[src/sv/dhcp_reply_filter_parser_macros.svh]
// assertion macros for the dhcp reply filter parser
// no dependencies; define NO_ASSERTIONS to compile them out
`ifndef DHCP_REPLY_FILTER_PARSER_MACROS_SVH
`define DHCP_REPLY_FILTER_PARSER_MACROS_SVH

`ifndef NO_ASSERTIONS

// same-cycle implication, off during reset
`define DRFP_ASSERT_NOW(label, clk, rst, ante, cons) \
  label: assert property (@(posedge clk) disable iff (rst) (ante) |-> (cons)) \
    else $error("assertion failed");

// next-cycle implication, off during reset
`define DRFP_ASSERT_NEXT(label, clk, rst, ante, cons) \
  label: assert property (@(posedge clk) disable iff (rst) (ante) |=> (cons)) \
    else $error("assertion failed");

`else

`define DRFP_ASSERT_NOW(label, clk, rst, ante, cons)
`define DRFP_ASSERT_NEXT(label, clk, rst, ante, cons)

`endif

`endif

[src/sv/dhcp_rfp_pkg.sv]
// shared types and constants for the dhcp reply filter parser
// no dependencies
package dhcp_rfp_pkg;

  localparam int COUNT_W = 10;
  typedef logic [COUNT_W-1:0] count_t;

  localparam count_t MAX_FRAME = count_t'(768);
  localparam count_t OPT_BASE  = count_t'(268);
  localparam count_t MIN_UDP   = count_t'(28);

  // capture positions in the frame
  localparam count_t POS_VER_IHL = count_t'(0);
  localparam count_t POS_TLEN_HI = count_t'(2);
  localparam count_t POS_TLEN_LO = count_t'(3);
  localparam count_t POS_PROTO   = count_t'(9);
  localparam count_t POS_SRC_LO  = count_t'(12);
  localparam count_t POS_SRC_HI  = count_t'(15);
  localparam count_t POS_DPORT_A = count_t'(22);
  localparam count_t POS_DPORT_B = count_t'(23);
  localparam count_t POS_ULEN_A  = count_t'(24);
  localparam count_t POS_ULEN_B  = count_t'(25);
  localparam count_t POS_XID_LO  = count_t'(32);
  localparam count_t POS_XID_HI  = count_t'(35);
  localparam count_t POS_YIP_LO  = count_t'(44);
  localparam count_t POS_YIP_HI  = count_t'(47);
  localparam count_t POS_COOK_LO = count_t'(264);
  localparam count_t POS_COOK_HI = count_t'(267);

  localparam logic [15:0] IP_HDR       = 16'd20;
  localparam logic [15:0] OPT_BASE_LEN = 16'd268;
  localparam logic [7:0]  PROTO_UDP    = 8'd17;
  localparam logic [7:0]  VER_IHL5     = 8'h45;
  localparam logic [31:0] MAGIC_COOKIE = 32'h6382_5363;
  localparam logic [7:0]  CODE_MSGTYPE = 8'd53;
  localparam logic [7:0]  CODE_SERVER  = 8'd54;
  localparam logic [7:0]  SIZE_MSGTYPE = 8'd1;
  localparam logic [7:0]  SIZE_SERVER  = 8'd4;

  typedef enum logic [1:0] {
    PH_CODE = 2'd0,
    PH_LEN  = 2'd1,
    PH_DATA = 2'd2
  } phase_t;

  typedef enum logic [1:0] {
    SEEN_NOT = 2'd0,
    SEEN_OK  = 2'd1,
    SEEN_BAD = 2'd2
  } seen_t;

  typedef enum logic [2:0] {
    RSN_OK         = 3'd0,
    RSN_SHORT      = 3'd1,
    RSN_INCOMPLETE = 3'd2,
    RSN_BAD_HDR    = 3'd3,
    RSN_TRUNC      = 3'd4,
    RSN_BAD_ID     = 3'd5
  } reason_t;

  typedef enum logic {
    CFG_XID  = 1'b0,
    CFG_PORT = 1'b1
  } cfg_idx_t;

  localparam logic [15:0] CLIENT_PORT_RST = 16'd68;

  // per-frame parse state
  typedef struct packed {
    count_t      byte_count;
    logic [7:0]  ip_protocol;
    logic [7:0]  version_ihl;
    logic [15:0] ip_total_len;
    logic [15:0] udp_dest_port;
    logic [15:0] udp_length;
    logic [31:0] src_address;
    logic [31:0] echoed_xid;
    logic [31:0] offered_address;
    logic [31:0] cookie_word;
    phase_t      scan_phase;
    logic [7:0]  opt_code_held;
    logic [7:0]  opt_bytes_left;
    logic        scan_stopped;
    seen_t       type_found;
    logic [7:0]  type_value;
    seen_t       server_found;
    logic [31:0] server_value;
  } frame_t;

  localparam frame_t FRAME_CLEAR = '{
    byte_count: '0, ip_protocol: '0, version_ihl: '0, ip_total_len: '0,
    udp_dest_port: '0, udp_length: '0, src_address: '0, echoed_xid: '0,
    offered_address: '0, cookie_word: '0, scan_phase: PH_CODE,
    opt_code_held: '0, opt_bytes_left: '0, scan_stopped: 1'b0,
    type_found: SEEN_NOT, type_value: '0, server_found: SEEN_NOT,
    server_value: '0
  };

  typedef struct packed {
    logic        accepted;
    reason_t     reject_reason;
    logic [15:0] total_length;
    logic [7:0]  message_type;
    logic        server_id_valid;
    logic [31:0] server_id;
    logic [31:0] your_ip;
    logic [31:0] source_ip;
  } result_t;

endpackage

[src/sv/dhcp_rfp_parser.sv]
// per-byte header capture and options walk for the dhcp reply filter parser
// depends on dhcp_rfp_pkg
module dhcp_rfp_parser (
  input  logic                clk,
  input  logic                rst,
  input  logic                step,
  input  logic [7:0]          rx_byte,
  input  logic                last,
  output dhcp_rfp_pkg::frame_t frame_next
);
  import dhcp_rfp_pkg::*;

  frame_t      frame;
  count_t      n;
  logic [16:0] opt_end;
  logic [16:0] code_end;
  logic [7:0]  left_dec;
  logic        is_type;
  logic        is_srv;

  always_comb begin
    frame_next = frame;
    n        = frame.byte_count;
    opt_end  = 17'(n) + 17'd1 + 17'(rx_byte);
    code_end = 17'(n) + 17'd2;
    left_dec = frame.opt_bytes_left - 8'd1;
    is_type  = (frame.opt_code_held == CODE_MSGTYPE) && (frame.type_found == SEEN_NOT);
    is_srv   = (frame.opt_code_held == CODE_SERVER) && (frame.server_found == SEEN_NOT);
    if (n < MAX_FRAME) begin
      // fixed-position header capture
      if (n == POS_VER_IHL) begin
        frame_next.version_ihl = rx_byte;
      end else if (n == POS_TLEN_HI || n == POS_TLEN_LO) begin
        frame_next.ip_total_len = {frame.ip_total_len[7:0], rx_byte};
      end else if (n == POS_PROTO) begin
        frame_next.ip_protocol = rx_byte;
      end else if (n >= POS_SRC_LO && n <= POS_SRC_HI) begin
        frame_next.src_address = {frame.src_address[23:0], rx_byte};
      end else if (n == POS_DPORT_A || n == POS_DPORT_B) begin
        frame_next.udp_dest_port = {frame.udp_dest_port[7:0], rx_byte};
      end else if (n == POS_ULEN_A || n == POS_ULEN_B) begin
        frame_next.udp_length = {frame.udp_length[7:0], rx_byte};
      end else if (n >= POS_XID_LO && n <= POS_XID_HI) begin
        frame_next.echoed_xid = {frame.echoed_xid[23:0], rx_byte};
      end else if (n >= POS_YIP_LO && n <= POS_YIP_HI) begin
        frame_next.offered_address = {frame.offered_address[23:0], rx_byte};
      end else if (n >= POS_COOK_LO && n <= POS_COOK_HI) begin
        frame_next.cookie_word = {frame.cookie_word[23:0], rx_byte};
      end

      // options walk
      if (n >= OPT_BASE && !frame.scan_stopped) begin
        unique case (frame.scan_phase)
          PH_LEN: begin
            if (opt_end > 17'(frame.ip_total_len)) begin
              frame_next.scan_stopped = 1'b1;
            end else begin
              if (is_type && rx_byte != SIZE_MSGTYPE) frame_next.type_found = SEEN_BAD;
              if (is_srv && rx_byte != SIZE_SERVER) frame_next.server_found = SEEN_BAD;
              frame_next.opt_bytes_left = rx_byte;
              frame_next.scan_phase = (rx_byte == 8'd0) ? PH_CODE : PH_DATA;
            end
          end
          PH_DATA: begin
            if (is_type) frame_next.type_value = rx_byte;
            if (is_srv) frame_next.server_value = {frame.server_value[23:0], rx_byte};
            frame_next.opt_bytes_left = left_dec;
            if (left_dec == 8'd0) begin
              if (is_type) frame_next.type_found = SEEN_OK;
              if (is_srv) frame_next.server_found = SEEN_OK;
              frame_next.scan_phase = PH_CODE;
            end
          end
          default: begin
            if (code_end > 17'(frame.ip_total_len)) begin
              frame_next.scan_stopped = 1'b1;
            end else begin
              frame_next.opt_code_held = rx_byte;
              frame_next.scan_phase = PH_LEN;
            end
          end
        endcase
      end
      frame_next.byte_count = n + count_t'(1);
    end
  end

  always_ff @(posedge clk) begin
    if (rst) begin
      frame <= FRAME_CLEAR;
    end else if (step) begin
      frame <= last ? FRAME_CLEAR : frame_next;
    end
  end

endmodule

[src/sv/dhcp_rfp_verdict.sv]
// end-of-frame checks and result assembly for the dhcp reply filter parser
// depends on dhcp_rfp_pkg
module dhcp_rfp_verdict (
  input  dhcp_rfp_pkg::frame_t  frame,
  input  logic [31:0]           transaction_id,
  input  logic [15:0]           client_port,
  output dhcp_rfp_pkg::result_t result
);
  import dhcp_rfp_pkg::*;

  reason_t reason;
  logic    hdr_bad;

  always_comb begin
    hdr_bad = (frame.ip_protocol != PROTO_UDP) || (frame.version_ihl != VER_IHL5) ||
              (frame.udp_dest_port != client_port) || (frame.ip_total_len < IP_HDR) ||
              (frame.udp_length != frame.ip_total_len - IP_HDR);
    if (frame.byte_count < MIN_UDP) begin
      reason = RSN_SHORT;
    end else if (16'(frame.byte_count) < frame.ip_total_len) begin
      reason = RSN_INCOMPLETE;
    end else if (hdr_bad) begin
      reason = RSN_BAD_HDR;
    end else if (frame.ip_total_len < OPT_BASE_LEN) begin
      reason = RSN_TRUNC;
    end else if (frame.cookie_word != MAGIC_COOKIE || frame.echoed_xid != transaction_id) begin
      reason = RSN_BAD_ID;
    end else begin
      reason = RSN_OK;
    end

    result.accepted        = (reason == RSN_OK);
    result.reject_reason   = reason;
    result.total_length    = frame.ip_total_len;
    result.message_type    = (frame.type_found == SEEN_OK) ? frame.type_value : 8'd0;
    result.server_id_valid = (frame.server_found == SEEN_OK);
    result.server_id       = (frame.server_found == SEEN_OK) ? frame.server_value : 32'd0;
    result.your_ip         = frame.offered_address;
    result.source_ip       = frame.src_address;
  end

endmodule

[src/sv/dhcp_reply_filter_parser.sv]
// top level of the dhcp reply filter parser: stream ports, config registers, result register
// depends on dhcp_rfp_pkg, dhcp_rfp_parser, dhcp_rfp_verdict and the assertion macro header
//
// Receives an IPv4 frame one byte per request on the slave stream, with tlast on the final
// byte, and returns one result request per frame on the master stream. The block takes one
// byte every cycle: a byte lands in an input register, and as it moves on the parser updates
// its header captures and the options walk (code/length pairs from byte 268 up to the IP total
// length) in a single pass of short logic. On the final byte the checks run on the updated
// state and the verdict goes into the result register, so a result shows on m_tvalid once
// its last byte has passed the input register and the result register. Input stalls only when
// a final byte waits while an earlier result is still held on the master side. Bytes past 768
// are dropped from parsing. Checks, first failure wins: 1 fewer than 28 bytes, 2 fewer bytes
// than the IP total length, 3 bad IP/UDP header (protocol, version/IHL, destination port,
// total length below 20, UDP length), 4 total length below 268, 5 bad magic cookie or
// transaction id; 0 means accepted. Config registers: index 0 transaction id (reset 0),
// index 1 client UDP port (reset 68); write them only while no frame is in flight.
`include "dhcp_reply_filter_parser_macros.svh"

module dhcp_reply_filter_parser (
  input  logic         clk,
  input  logic         rst,
  // byte stream
  input  logic         s_tvalid,
  output logic         s_tready,
  input  logic [7:0]   s_tdata,   // rx_byte[7:0]
  input  logic         s_tlast,   // last
  // result stream
  output logic         m_tvalid,
  input  logic         m_tready,
  output logic [127:0] m_tdata,   // total_length[15:0], message_type[23:16],
                                  // server_id_valid[24], server_id[56:25],
                                  // your_ip[88:57], source_ip[120:89], zero fill
  output logic [3:0]   m_tuser,   // accepted[0], reject_reason[3:1]
  // config write
  input  logic         cfg_valid,
  output logic         cfg_ready,
  input  logic         cfg_index,
  input  logic [31:0]  cfg_data
);
  import dhcp_rfp_pkg::*;

  // config registers
  logic [31:0] transaction_id;
  logic [15:0] client_port;

  // input register
  logic       in_valid;
  logic [7:0] in_byte;
  logic       in_last;
  logic       advance;

  // result register
  result_t result;
  result_t out_result;

  frame_t frame_next;

  assign cfg_ready = 1'b1;

  always_ff @(posedge clk) begin
    if (rst) begin
      transaction_id <= 32'd0;
      client_port    <= CLIENT_PORT_RST;
    end else if (cfg_valid && cfg_ready) begin
      unique case (cfg_idx_t'(cfg_index))
        CFG_XID:  transaction_id <= cfg_data;
        CFG_PORT: client_port    <= cfg_data[15:0];
        default:  ;
      endcase
    end
  end

  // a byte moves on unless it closes a frame while the result slot is full and not being taken
  assign advance  = in_valid && (!in_last || !m_tvalid || m_tready);
  assign s_tready = !in_valid || advance;

  always_ff @(posedge clk) begin
    if (rst) begin
      in_valid <= 1'b0;
    end else if (s_tready) begin
      in_valid <= s_tvalid;
    end
  end

  always_ff @(posedge clk) begin
    if (s_tvalid && s_tready) begin
      in_byte <= s_tdata;
      in_last <= s_tlast;
    end
  end

  dhcp_rfp_parser u_parser (
    .clk        (clk),
    .rst        (rst),
    .step       (advance),
    .rx_byte    (in_byte),
    .last       (in_last),
    .frame_next (frame_next)
  );

  dhcp_rfp_verdict u_verdict (
    .frame          (frame_next),
    .transaction_id (transaction_id),
    .client_port    (client_port),
    .result         (result)
  );

  // result slot: a new frame end loads it, the downstream take empties it
  always_ff @(posedge clk) begin
    if (rst) begin
      m_tvalid <= 1'b0;
    end else if (advance && in_last) begin
      m_tvalid <= 1'b1;
    end else if (m_tready) begin
      m_tvalid <= 1'b0;
    end
  end

  always_ff @(posedge clk) begin
    if (advance && in_last) begin
      out_result <= result;
    end
  end

  assign m_tdata = {7'd0, out_result.source_ip, out_result.your_ip, out_result.server_id,
                    out_result.server_id_valid, out_result.message_type,
                    out_result.total_length};
  assign m_tuser = {out_result.reject_reason, out_result.accepted};

  // a frame end always shows up as a result in the next cycle
  `DRFP_ASSERT_NEXT(a_frame_end_loads, clk, rst, advance && in_last, m_tvalid)
  // accept flag and reason code agree
  `DRFP_ASSERT_NOW(a_accept_matches, clk, rst, m_tvalid,
                   m_tuser[0] == (out_result.reject_reason == RSN_OK))
  // no server id without a valid four-byte option
  `DRFP_ASSERT_NOW(a_server_id_zero, clk, rst, m_tvalid && !out_result.server_id_valid,
                   out_result.server_id == 32'd0)
  // byte count saturates at the frame limit
  `DRFP_ASSERT_NOW(a_count_bound, clk, rst, in_valid, frame_next.byte_count <= MAX_FRAME)

endmodule
[config.mk]
export PLATFORM = sky130hd
export DESIGN_NAME = dhcp_reply_filter_parser
export DESIGN_NICKNAME = d
export VERILOG_FILES = /design/src/sv/dhcp_rfp_pkg.sv /design/src/sv/dhcp_rfp_parser.sv /design/src/sv/dhcp_rfp_verdict.sv /design/src/sv/dhcp_reply_filter_parser.sv
export VERILOG_INCLUDE_DIRS = /design/src /design/src/sv
export SDC_FILE = /design/constraint.sdc
export NUM_CORES = 1
export LEC_CHECK = 0
export BUFFER_PORTS_ARGS = -buffer_cell sky130_fd_sc_hd__buf_2
export CORE_UTILIZATION = 56
export CTS_BUF_LIST = sky130_fd_sc_hd__clkbuf_8
export DETAILED_ROUTE_END_ITERATION = 12
export PLACE_DENSITY = 0.79
export SYNTH_ARGS = -nofsm -noshare
export SYNTH_HDL_FRONTEND = slang
export SYNTH_SLANG_ARGS = --single-unit
[constraint.sdc]
create_clock -name clk -period 4.7 [get_ports clk]
set_input_delay 0.235 -clock clk [delete_from_list [all_inputs] [get_ports clk]]
set_output_delay 0.235 -clock clk [all_outputs]
set_load 0.01 [all_outputs]
## Word level (Yosys, flattened, before mapping)

Cells that the tools add are included.

- Bits in registers: 449
- Input bits: 47
- Word-level logic and storage cells: 184

- $add $sub $neg: 6
- $lt $le $gt $ge: 16
- Equal/unequal tests: 28
- Mux-type cells: 56
- Bitwise gates (word level): 1
- Reductions and logical operators: 45

Operators with widths:

| cell | count |
|---|---|
| $mux 265 | 2 |
| $mux 160 | 2 |
| $mux 96 | 3 |
| $mux 32 | 8 |
| $mux 176 | 1 |
| $mux 16 | 4 |
| $mux 64 | 1 |
| $mux 8 | 8 |
| $mux 63 | 1 |
| $eq 10x5->1 const B | 4 |
| $gt 17x16->1 | 2 |
| $ne 16x16->1 | 2 |
| $ne 32x31->1 const B | 1 |
| $ne 32x32->1 | 1 |
| $mux 2 | 11 |
| $eq 10x2->1 const B | 2 |
| $ge 10x6->1 const B | 2 |
| $ge 10x9->1 const B | 2 |
| $le 10x6->1 const B | 2 |
| $add 17x8->17 | 1 |
| $eq 8x6->1 const B | 2 |
| $logic_not 8->1 | 2 |
| $lt 10x16->1 | 1 |
| $lt 16x5->1 const B | 1 |
| other kinds (42) | 86 |

## Depth between registers and ports, before layout

- Depth after elaboration: 21
- Depth in mapped cells: 23

## By module

Synthesis repeated with hierarchy kept, for this count alone.

- Cell total of the unflattened synthesis: 2327
- Area, all modules: 22572.9 um^2

Modules (own cells, without submodules):

| module | times used | cells each | area each (um^2) | sequential area each (um^2) |
|---|---|---|---|---|
| dhcp_rfp_parser | 1 | 1644 | 14347.5 | 5305.1 |
| dhcp_reply_filter_parser | 1 | 368 | 5896.9 | 5024.8 |
| dhcp_rfp_verdict | 1 | 315 | 2328.5 | 0.0 |

## Worst setup path after synthesis

Ideal clock, no wire load.

- Path type: register -> register
- From: register u_parser.frame (netlist bit u_parser.n[0])
- To: register u_parser.frame[51] (netlist bit)
- Arrival: 4.661 ns
- Path slack: -0.032 ns
- Cell stages (with the launch flop): 22
- Path buffers: 1
- Clock period less this slack: 4.732 ns
- Cells stage by stage: dfxtp_1 -> inv_1 -> ha_1 -> fa_1 -> a21o_1 -> a21oi_1 -> o21bai_1 -> a21oi_1 -> nor2b_1 -> o21a_1 -> o21ai_0 -> o21ai_0 -> a21o_1 -> ha_1 -> and3_1 -> a221oi_1 -> o211ai_1 -> and3_1 -> o31a_1 -> clkbuf_1 -> a2111o_1 -> a21oi_1

- Word-level cells in the longest chain between the ends: 5
- Elaborated cells on any way between the ends: 10
- Those cells by class: add/sub: 2; order compare: 3; eq/ne: 1; reduce/logical: 4

RTL lines:

| element | line | source |
|---|---|---|
| start, declared | dhcp_rfp_parser.sv:13 | `frame_t frame;` |
| start signal, assigned | dhcp_rfp_parser.sv:92 | `frame <= last ? FRAME_CLEAR : frame_next;` |
| $add 10x1->11 | dhcp_rfp_parser.sv:24 | `opt_end = 17'(n) + 17'd1 + 17'(rx_byte);` |
| $add 17x8->17 | dhcp_rfp_parser.sv:24 |  |
| $gt 17x16->1 | dhcp_rfp_parser.sv:55 | `if (opt_end > 17'(frame.ip_total_len)) begin` |
| $ne 3x3->1 (no source line) | n/a |  |
| $reduce_and 5->1 (no source line) * | n/a |  |

Mark *: on every way between the ends. The rest lies on a longest branch, timed or not.
A chain may end at the register's enable or synchronous reset.

## Worst setup path after layout

- From: register u_parser.frame (netlist bit u_parser.n[0])
- To: register u_parser.frame[50] (netlist bit)

The elaborated chain is that of the path after synthesis.

==> impl.org <==
** Synthesis
- In this run, synthesis produced a sequential element count of 449.
- Yosys warning count :: 0
- After synthesis, flip-flops and latches occupy 48.7% of the total area.
- Most numerous cell in the Yosys netlist :: sky130_fd_sc_hd__dfxtp_1
- Yosys mapped a number of flops with a built-in enable equal to 134.
- The most used flip-flop cell after synthesis is sky130_fd_sc_hd__dfxtp_1.
- For this run, asynchronously set or reset flops after synthesis account for 0%.
- By area the synthesized netlist is led by sky130_fd_sc_hd__dfxtp_1 (30%), sky130_fd_sc_hd__edfxtp_1 (19%), sky130_fd_sc_hd__a22oi_1 (8.6%), sky130_fd_sc_hd__nor2_1 (5.4%), sky130_fd_sc_hd__nand2_1 (4.4%).
- sky130_fd_sc_hd__dfxtp_1 takes more of the synthesized area than any other cell.
- Post-synth cell types :: 86
- Mapped Area :: 21,200 µm²
- Number of standard cells after synthesis :: 2,258
- Ranking of synthesized cells by instance count :: sky130_fd_sc_hd__dfxtp_1 (315), sky130_fd_sc_hd__nor2_1 (307), sky130_fd_sc_hd__nand2_1 (250)
- A synthesized cell averages 9.39 µm².
- Share of the synthesized area in the top cell type :: 29.7%

** Critical path
- Endpoint type of the worst setup path :: flip-flop
- Capturing point of the worst reg2reg path :: u_parser.frame[50]$_SDFFE_PP0P_
- Slowest library cell on the worst path :: sky130_fd_sc_hd__or3_4
- In this run the critical register-to-register path is launched from u_parser.n[0]$_SDFFE_PP0P_.
- The worst setup path is launched from a flip-flop.
- CP cell instances :: inv_4, buf_6, ha_4, fa_2, a21o_1, a21oi_2, o21bai_1, a21oi_2, nor2b_1, o21a_1, o21ai_1, o21ai_1, a21o_1, ha_4, and3_4, a221oi_4, o211ai_1, and3_1, o31a_1, buf_6, or3_4, a21oi_2
- The most numerous cell type found on the critical path is sky130_fd_sc_hd__a21oi_2.
- Path type of the worst setup path :: flip-flop to flip-flop
- Critical path data required time :: 5.26 ns
- Highest fanout seen on the critical path :: 6
- Across all register-to-register paths, the minimum setup slack is 0.14 ns.
- Arrival time at the worst endpoint :: 5.12 ns
- Worst stage delay on the critical path :: 0.38 ns
- Delay-heaviest family, CP :: compound AO/OA/AOI/OAI gates
- Counting both buffers and inverters, the worst setup path holds a total of 3.
- Logic depth of the worst register-to-register path :: 22

** Layout
- 0 antenna diodes ended up in the layout.
- Registers take 10,300 µm².
- P&R area growth vs syn :: 16.9%
- Final Instance Area :: 24,800 µm²
- Multi-input combinational cell area :: 10,100 µm²
- Number of filler cells placed in the layout :: 2,880
- # nets final :: 2,564
- Final core area utilization :: 67.1%
- Share of cells above drive strength 1 :: 19.1%

** Global routing
- Remaining global-route overflow :: 0
- Vias in the first global route :: 17,200
- Global-route wire length before repair :: 93,600 µm
- Initial antenna violation count :: 0
- For this run, the total global-route usage over all layers was measured as 30.7%.
- Entering global routing, the biggest net connects 159 pins.

** Timing
- Clock skew :: 0.0347 ns
- Smallest hold slack :: 0.134 ns
- Once routing completed, OpenROAD measured the worst setup slack at 0.136 ns.
- The final number of hold-violating endpoints is 0.
- Setup violations remaining at the end of the flow were counted as 0.
- Headroom to the max-slew limit came out at 15.6%.
- For the pin with the worst max-slew slack, the measured transition is 1.26 ns.
- For this run, the top clock speed supported by timing is 0.219 GHz.
- The worst path uses 97.1% of the clock period.
- Final critical delay including setup and external delays :: 4.56 ns
- Slew Limit Fails :: 0

** Worst hold path
- Hold wc startpoint :: rst
- The worst hold path was traced through 2 stages.
- Kind of path behind the tightest hold check :: input pin to flip-flop
- The worst hold path terminates at u_parser.n[7]$_SDFFE_PP0P_.

** Routing
- The detailed router finished its first iteration with 1,775 violations.
- Using the TritonRoute via totals, the vias-per-cell ratio works out to 6.06.
- After detailed routing, the number of remaining DRC violations is 0.
- Routed wirelength normalized by instance count :: 20.0 µm
- After detailed routing, the total wire length is 60,600 µm.
- The routed layout has 18,300 vias.
- TritonRoute pass-1 iters :: 7
- In this run the remaining antenna-violating nets after routing total 0.

** Die
- Cell row count :: 70
- Area inside the core boundary :: 37,000 µm²
- The initial utilization of the core area, before any placement, comes to 57.4%.
- 182 I/O pins were placed.
- The floorplan step defined a die boundary enclosing 38,600 µm².
- Floorplan die width :: 197 µm
- Measured along the y axis, the die boundary spans 197 µm.

** Power and ir drop
- Power Density :: 320 nW/µm²
- In this run the static leakage power is 9.80 nW.
- The worst-case IR drop observed on VDD is 0.267 mV.

** Placement
- Setup WS pre-CTS :: -0.279 ns
- Placed wire-length estimate :: 39,300 µm
- Standard cell area after detailed placement :: 22,600 µm²
- Input/output buffers :: 173
- Final weighted congestion in routability-driven placement :: 1.00

** Clock tree
- In this run the clock root is driven by a sky130_fd_sc_hd__clkbuf_8.
- Clock insertion delay at the later pin of the skew report :: 0.64 ns
- Clock transition at path regs :: 0.06 ns
- CTS saw 449 sinks.
- Maximum clock insertion buffer count :: 3
- TritonCTS clock tree :: built
- Depth of the CTS H-tree :: 3
- Total clock buffers created by CTS :: 74

** Outcome
- Run status :: complete, no violations

** Run
- Max capacitance violation total :: 0
-- report_power, final --
| part | switching, W | total, W | internal, W | leakage, nW |
|---|---|---|---|---|
| combinational | 0.000306 | 0.000455 | 0.000149 | 4.97 |
| clock | 0.00160 | 0.00343 | 0.00183 | 0.836 |
| sequential | 0.0000353 | 0.00405 | 0.00401 | 3.99 |
| total | 0.00195 | 0.00794 | 0.00599 | 9.80 |
-- sequential cells by signal, summed over array words and instances, names as in the netlist --
name	count
client_port	16
in_byte	8
in_last	1
in_valid	1
m_tdata	121
m_tuser	4
m_tvalid	1
transaction_id	32
u_parser.frame	255
u_parser.n	10
-- cells in the final DEF, fill, tap and decap left out, types with 69 or more instances in the layout --
cell,n
sky130_fd_sc_hd__a21oi_1,124
sky130_fd_sc_hd__a22oi_1,242
sky130_fd_sc_hd__buf_2,172
sky130_fd_sc_hd__buf_4,69
sky130_fd_sc_hd__clkbuf_8,88
sky130_fd_sc_hd__dfxtp_1,312
sky130_fd_sc_hd__edfxtp_1,134
sky130_fd_sc_hd__inv_1,87
sky130_fd_sc_hd__nand2_1,248
sky130_fd_sc_hd__nor2_1,304
-- routing by layer --
metal	up-vias	global-route usage, %	share of wire, %
met5	-	0	0
met4	0	12.8	3.2
met3	125	5.75	8.1
met2	810	50.3	47
met1	8906	39.9	42
li1	8484	-	-
-- stage by stage --
stage	cells	TNS, ns	total power [W]
floorplan	2265	0	0.00438
global placement	2844	-0.736	0.00453
detailed placement	2844	-6.64	0.00453
CTS	3021	0	0.00795
global route	3025	-0.0416	0.00820
finish	3025	0	0.00794
-- how the worst max path moves through the flow --
stage	start	endpoint	slack, ns	cells past startpoint
2_1_floorplan	u_parser.n[0]$_SDFFE_PP0P_	u_parser.frame[51]$_SDFFE_PP0P_	0.05	21
3_3_place_gp	u_parser.n[1]$_SDFFE_PP0P_	u_parser.frame[50]$_SDFFE_PP0P_	-0.12	21
3_5_place_dp	u_parser.n[1]$_SDFFE_PP0P_	u_parser.frame[46]$_SDFFE_PP0P_	-0.28	21
4_1_cts	u_parser.n[0]$_SDFFE_PP0P_	m_tdata[25]$_SDFFCE_PN0P_	0.001	22
5_1_grt	u_parser.n[0]$_SDFFE_PP0P_	u_parser.frame[50]$_SDFFE_PP0P_	-0.03	23
6_report	u_parser.n[0]$_SDFFE_PP0P_	u_parser.frame[50]$_SDFFE_PP0P_	0.14	22
-- final cells by class --
cell class,instances,area share (%)
clock buffer,88,4.89
clock inverter,44,1.14
inverter,69,1.06
multi-input combinational,1580,40.9
sequential,449,41.7
tap,504,2.54
timing repair buffer,291,7.76
-- cells by family after synthesis --
logic type	share of synthesized area [%]
AO/OA/AOI/OAI	16.9
multiplexers	5.45
adder cells (fa/ha/maj)	3.10
flip-flops	48.7
other	0.0354
AND/OR/NAND/NOR	16.7
buffers and inverters	4.53
XOR/XNOR	4.54
-- timing repair --
item / in CTS / in global routing
cloned: 0 / 1
resized for setup: 5 / 38
pin swaps: 2 / 22
hold buffers: 43 / 0
hold endpoints to repair: 59 / 0
setup endpoints to repair: 42 / 52
buffers inserted: 2 / 3
No activity file was read; power rests on OpenSTA's default activity.
